**config.mk**
```make
export PLATFORM = sky130hd
export DESIGN_NAME = stbs_front
export DESIGN_NICKNAME = d
export VERILOG_FILES = /design/src/hw/rtl/stbs_pkg.sv /design/src/hw/rtl/stbs_front.sv
export SDC_FILE = /design/constraint.sdc
export NUM_CORES = 1
export LEC_CHECK = 0
export BUFFER_PORTS_ARGS = -buffer_cell sky130_fd_sc_hd__clkbuf_2
export CELL_PAD_IN_SITES_DETAIL_PLACEMENT = 0
export CELL_PAD_IN_SITES_GLOBAL_PLACEMENT = 1
export CORE_ASPECT_RATIO = 1.25
export CORE_UTILIZATION = 44
export CTS_CLUSTER_SIZE = 24
export DETAILED_ROUTE_END_ITERATION = 10
export HOLD_SLACK_MARGIN = 0.12
export PLACE_DENSITY = 0.82
export SKIP_LAST_GASP = 1
export SLEW_MARGIN = 20
export SYNTH_ARGS = -nofsm -noshare
export SYNTH_HDL_FRONTEND = slang
export SYNTH_SLANG_ARGS = --single-unit
```
**constraint.sdc**
```tcl
create_clock -name clk -period 6.9 [get_ports clk]
set_input_delay 0.345 -clock clk [delete_from_list [all_inputs] [get_ports clk]]
set_output_delay 0.345 -clock clk [all_outputs]
set_load 0.01 [all_outputs]
```
**src/hw/rtl/stbs_pkg.sv**
```systemverilog
// shared constants and types of the sorted table search block
`default_nettype none

package stbs_pkg;

    localparam int TABLE_DEPTH = 1024;
    localparam int ADDR_W      = $clog2(TABLE_DEPTH);
    localparam int IDX_W       = 10;
    localparam int VALUE_W     = 32;
    // bounds carry one extra bit for the sign and one for headroom of low + high
    localparam int BOUND_W     = IDX_W + 2;
    localparam int IN_DATA_W   = 96;
    localparam int OUT_DATA_W  = 16;
    localparam int QUEUE_DEPTH = 2;
    localparam int QPTR_W      = $clog2(QUEUE_DEPTH);

    typedef enum logic
    {
        MODE_STORE  = 1'b0,
        MODE_SEARCH = 1'b1
    } mode_t;

    typedef struct packed
    {
        mode_t                     mode;
        logic [IDX_W-1:0]          entry_index;
        logic signed [VALUE_W-1:0] entry_value;
        logic [IDX_W-1:0]          low_bound;
        logic [IDX_W-1:0]          high_bound;
        logic signed [VALUE_W-1:0] search_key;
    } item_t;

    typedef struct packed
    {
        logic             found;
        logic [IDX_W-1:0] position;
    } result_t;

endpackage

`default_nettype wire

```
**src/hw/rtl/stbs_front.sv**
```systemverilog
// input side: takes transfers, splits the fields and queues the items
`default_nettype none

module stbs_front
(
    input  wire                                  clk,
    input  wire                                  rst_n,
    input  wire                                  s_axis_tvalid,
    output logic                                 s_axis_tready,
    // entry_index, entry_value, low_bound, high_bound, search_key, zero pad
    input  wire  [stbs_pkg::IN_DATA_W-1:0]       s_axis_tdata,
    // mode
    input  wire                                  s_axis_tuser,
    output stbs_pkg::item_t                      q_item,
    output logic                                 q_valid,
    input  wire                                  q_pop
);
    import stbs_pkg::*;

    item_t              slot_reg [QUEUE_DEPTH];
    logic [QPTR_W-1:0]  wr_ptr_reg;
    logic [QPTR_W-1:0]  rd_ptr_reg;
    logic [QPTR_W:0]    count_reg;
    item_t              in_item;
    logic               push;
    logic               pop;

    always_comb
    begin
        in_item.mode        = mode_t'(s_axis_tuser);
        in_item.entry_index = s_axis_tdata[9:0];
        in_item.entry_value = s_axis_tdata[41:10];
        in_item.low_bound   = s_axis_tdata[51:42];
        in_item.high_bound  = s_axis_tdata[61:52];
        in_item.search_key  = s_axis_tdata[93:62];
    end

    assign s_axis_tready = (count_reg != (QPTR_W+1)'(QUEUE_DEPTH));
    assign push          = s_axis_tvalid && s_axis_tready;
    assign q_valid       = (count_reg != '0);
    assign pop           = q_pop && q_valid;
    assign q_item        = slot_reg[rd_ptr_reg];

    always_ff @(posedge clk)
    begin
        if (push)
        begin
            slot_reg[wr_ptr_reg] <= in_item;
        end
    end

    // pointers wrap naturally since the queue depth is a power of two
    always_ff @(posedge clk or negedge rst_n)
    begin
        if (!rst_n)
        begin
            wr_ptr_reg <= '0;
            rd_ptr_reg <= '0;
            count_reg  <= '0;
        end
        else
        begin
            if (push)
            begin
                wr_ptr_reg <= wr_ptr_reg + 1'b1;
            end
            if (pop)
            begin
                rd_ptr_reg <= rd_ptr_reg + 1'b1;
            end
            unique case ({push, pop})
                2'b10:   count_reg <= count_reg + 1'b1;
                2'b01:   count_reg <= count_reg - 1'b1;
                default: count_reg <= count_reg;
            endcase
        end
    end

endmodule

`default_nettype wire

```
==> metrics.log <==
[metrics] Hold WS: 233 ps
[metrics] worst flop-to-flop path startpoint: count_reg[0]
[metrics] run status: finished, final reports clean
[metrics] setup repair after global routing missed its margin: false
[metrics] leakage power total: 3.90 nW
[metrics] Worst Skew: 3.77 ps
[metrics] most common cell after layout, fill and taps aside: sky130_fd_sc_hd__clkbuf_2
[metrics] router iterations before antenna repair: 4
[metrics] critical path, cell by cell: buf_4 > mux2_2 > clkbuf_2
[metrics] nature of the critical path endpoint: primary output
[metrics] starting DRC count in detailed routing: 113
[metrics] Hold Path Origin: q_pop
[metrics] flops & latches, synth: 194
[metrics] placement-stage cell area: 0.00841 mm²
[metrics] critical register-to-register path endpoint: slot_reg[1][72]
[metrics] later-pin clock latency in the skew report: 420 ps
[metrics] antenna viol nets, final: 0
[metrics] flop-to-flop setup slack: 4590 ps
[metrics] worst endpoint required time: 6550 ps
[metrics] kind of critical path: register to primary output
[metrics] Hold Fails Final Rpt: 0
[metrics] highest metal layer used by the detailed router: met4
[metrics] final critical-path required period: 3010 ps
[metrics] fraction of layout instances using a drive strength above 1: 0.520
[metrics] share of cell area taken by muxes after synthesis: 0.168
[metrics] Finish-stage setup viols: 0
[metrics] IO buf count: 195
[metrics] hold buffers post-CTS: 96
[metrics] area added between synthesis and finish: 36.7%
[metrics] WL met2: 7.41 mm
[metrics] worst setup slack after placement: 4290 ps
[metrics] largest vdd supply drop: 202 µV
[metrics] width of the die: 117 µm
[metrics] synthesized area: 0.00725 mm²
[metrics] count of non-filler cells in the finished layout: 845
[metrics] most used cells in the layout excluding fill and tap cells: sky130_fd_sc_hd__clkbuf_2, sky130_fd_sc_hd__edfxtp_1, sky130_fd_sc_hd__dlygate4sd3_1
[metrics] antenna violations before repair: 0
[metrics] core footprint: 0.0161 mm²
[metrics] drc violations: 0
[metrics] largest net degree at the start of global routing: 68
[metrics] filler cell count in the final layout: 1,212
[metrics] fraction of synthesized cell area in xor and xnor cells: 0.00604
[metrics] post-route cell area: 0.00992 mm²
[metrics] Largest register FFs: 190
[metrics] number of rows in the core area: 52
[metrics] Resized Gates After CTS: 0
[metrics] Maximum Capacitance Violations: 0
[metrics] area share of and/or/nand/nor cells after synthesis: 0.00535
[metrics] routed length on met3: 817 µm
[metrics] proportion of synthesized chip area in sequential cells: 0.801
[metrics] overall fraction of global-route tracks in use: 0.162
[metrics] count of unique library cells instantiated by Yosys: 17
[metrics] largest stage delay on the critical path: 870 ps
[metrics] relative max-transition margin: 0.340
[metrics] Clock Tree Root: sky130_fd_sc_hd__clkbuf_16
[metrics] clock-pin transition on the worst setup and hold timing paths: 60 ps
[metrics] Total Neg Setup Slack: 0 ps
[metrics] main combinational cell family by area after synthesis: multiplexers
[metrics] highest-delay cell along the critical path: sky130_fd_sc_hd__buf_4
[metrics] nets: 718
[metrics] power density of the placed cells: 383 mW/mm²
[metrics] I/O pins: 198
[metrics] number of cells on the worst hold path: 3
[metrics] WL/cell: 15.8 µm
[metrics] number of global-route vias before repair: 4,300
[metrics] hold crit path type: primary input to register
[metrics] Slew @ Worst Pin: 990 ps
[metrics] Post CTS Setup Buffer Count: 0
[metrics] average via count per standard cell: 4.67
[metrics] routed metal-1 wire length: 4.83 mm
[metrics] final period utilization: 0.436
[metrics] Post-Synthesis Mean Instance Area: 23.2 µm²
[metrics] cell count after synthesis: 313
[metrics] Max Fclk: 333 MHz
[metrics] total number of H-tree levels: 4
[metrics] Synth warnings: 0
[metrics] critical path data arrival time: 2660 ps
[metrics] R2R cell count: 3
[metrics] Die Y: 146 µm
[metrics] DRT Wirelength: 13.3 mm
[metrics] final-report max-slew violation count: 0
[metrics] clock sink count: 194
[metrics] routed vias: 3,944
[metrics] # diodes: 0
[metrics] highest fanout seen on the critical path: 67
[metrics] Synthesized Nets: 415
[metrics] clock buffer count from CTS: 17
[metrics] gp weighted congestion: 0.663
[metrics] global-route wire length before repair: 20.3 mm
[metrics] fraction of the mapped netlist area in compound gates: 0
[metrics] clock tree from TritonCTS: done
[metrics] area of the die: 0.0170 mm²
[metrics] Remaining Overflow, GRT: 0
[metrics] CP startpoint kind: register
[metrics] Starting Density: 0.449
[metrics] Post-DP HPWL: 8.06 mm
[metrics] CTS Buffer Depth: 2
[metrics] adder and majority gate portion of the synthesized area: 0.00173
[metrics] endpoint with the worst hold slack: rd_ptr_reg
[metrics] Placed Cells: 717
[metrics] Worst Slack Setup Final: 3890 ps
-- where the power goes --
part	switching [W]	total, W	internal (W)
sequential	0.000110	0.00172	0.00161
clock	0.000409	0.000905	0.000496
combinational	0.000589	0.00117	0.000583
total	0.00111	0.00380	0.00269
-- area by class of cell --
cell class                 count  area (µm²)  share of cell area
clock buffer                  18         429              0.0433
timing repair buffer         295        1970               0.198
clock inverter                14         113              0.0114
sequential                   194        5810               0.586
tap                          216         270              0.0273
multi-input combinational    108        1330               0.134
-- how the worst max path moves through the flow --
stage | startpoint | endpoint | slack, ps
floorplan | count_reg[0] | slot_reg[0][0] | 1690
global placement | rd_ptr_reg | q_item[26] | 4320
detailed placement | rd_ptr_reg | q_item[26] | 4290
CTS | rd_ptr_reg | q_item[0] | 3820
global route | rd_ptr_reg | q_item[26] | 3730
finish | rd_ptr_reg | q_item[26] | 3890
-- through the flow --
stage,power [W],utilization
after global routing,0.00397,0.615
after global placement,0.00286,0.521
after CTS,0.00384,0.615
after detailed placement,0.00289,0.521
after floorplan,0.00255,-
final,0.00380,0.615
-- critical path, delay by kind of cell, from the launching register on --
family   cells  cell delay (ps)
flops        1              760
buf+inv      2             1000
mux          1              430
-- logic make-up (layout without fill, tap and decap cells) --
family	after synthesis	after routing
fa+ha+maj	1	1
simple gates	7	7
buf+inv	11	327
mux	95	95
xor+xnor	5	5
flops	194	194
-- synth_stat cells --
| library cell | n | area (µm²) |
|---|---|---|
| sky130_fd_sc_hd__nor2_1 | 2 | 7.51 |
| sky130_fd_sc_hd__dfrtp_1 | 4 | 100 |
| sky130_fd_sc_hd__xor2_1 | 2 | 17.5 |
| sky130_fd_sc_hd__ha_1 | 1 | 12.5 |
| sky130_fd_sc_hd__mux2_4 | 40 | 601 |
| sky130_fd_sc_hd__buf_12 | 4 | 80.1 |
| sky130_fd_sc_hd__edfxtp_1 | 190 | 5710 |
| sky130_fd_sc_hd__xnor2_1 | 3 | 26.3 |
| sky130_fd_sc_hd__buf_6 | 1 | 11.3 |
| sky130_fd_sc_hd__nand2_1 | 1 | 3.75 |
| sky130_fd_sc_hd__nand2b_1 | 1 | 6.26 |
| sky130_fd_sc_hd__mux2_2 | 55 | 619 |
| sky130_fd_sc_hd__and2_4 | 1 | 8.76 |
| sky130_fd_sc_hd__and3_1 | 1 | 6.26 |
| sky130_fd_sc_hd__buf_2 | 5 | 25.0 |
| sky130_fd_sc_hd__or2_2 | 1 | 6.26 |
| sky130_fd_sc_hd__buf_8 | 1 | 15.0 |
-- metal layers --
layer / up-vias / track usage
li1: 1848 / -
met1: 1927 / 0.163
met2: 149 / 0.301
met3: 20 / 0.0471
met4: 0 / 0.0722
met5: - / 0
Note: power is estimated with default switching activity, not from simulation.
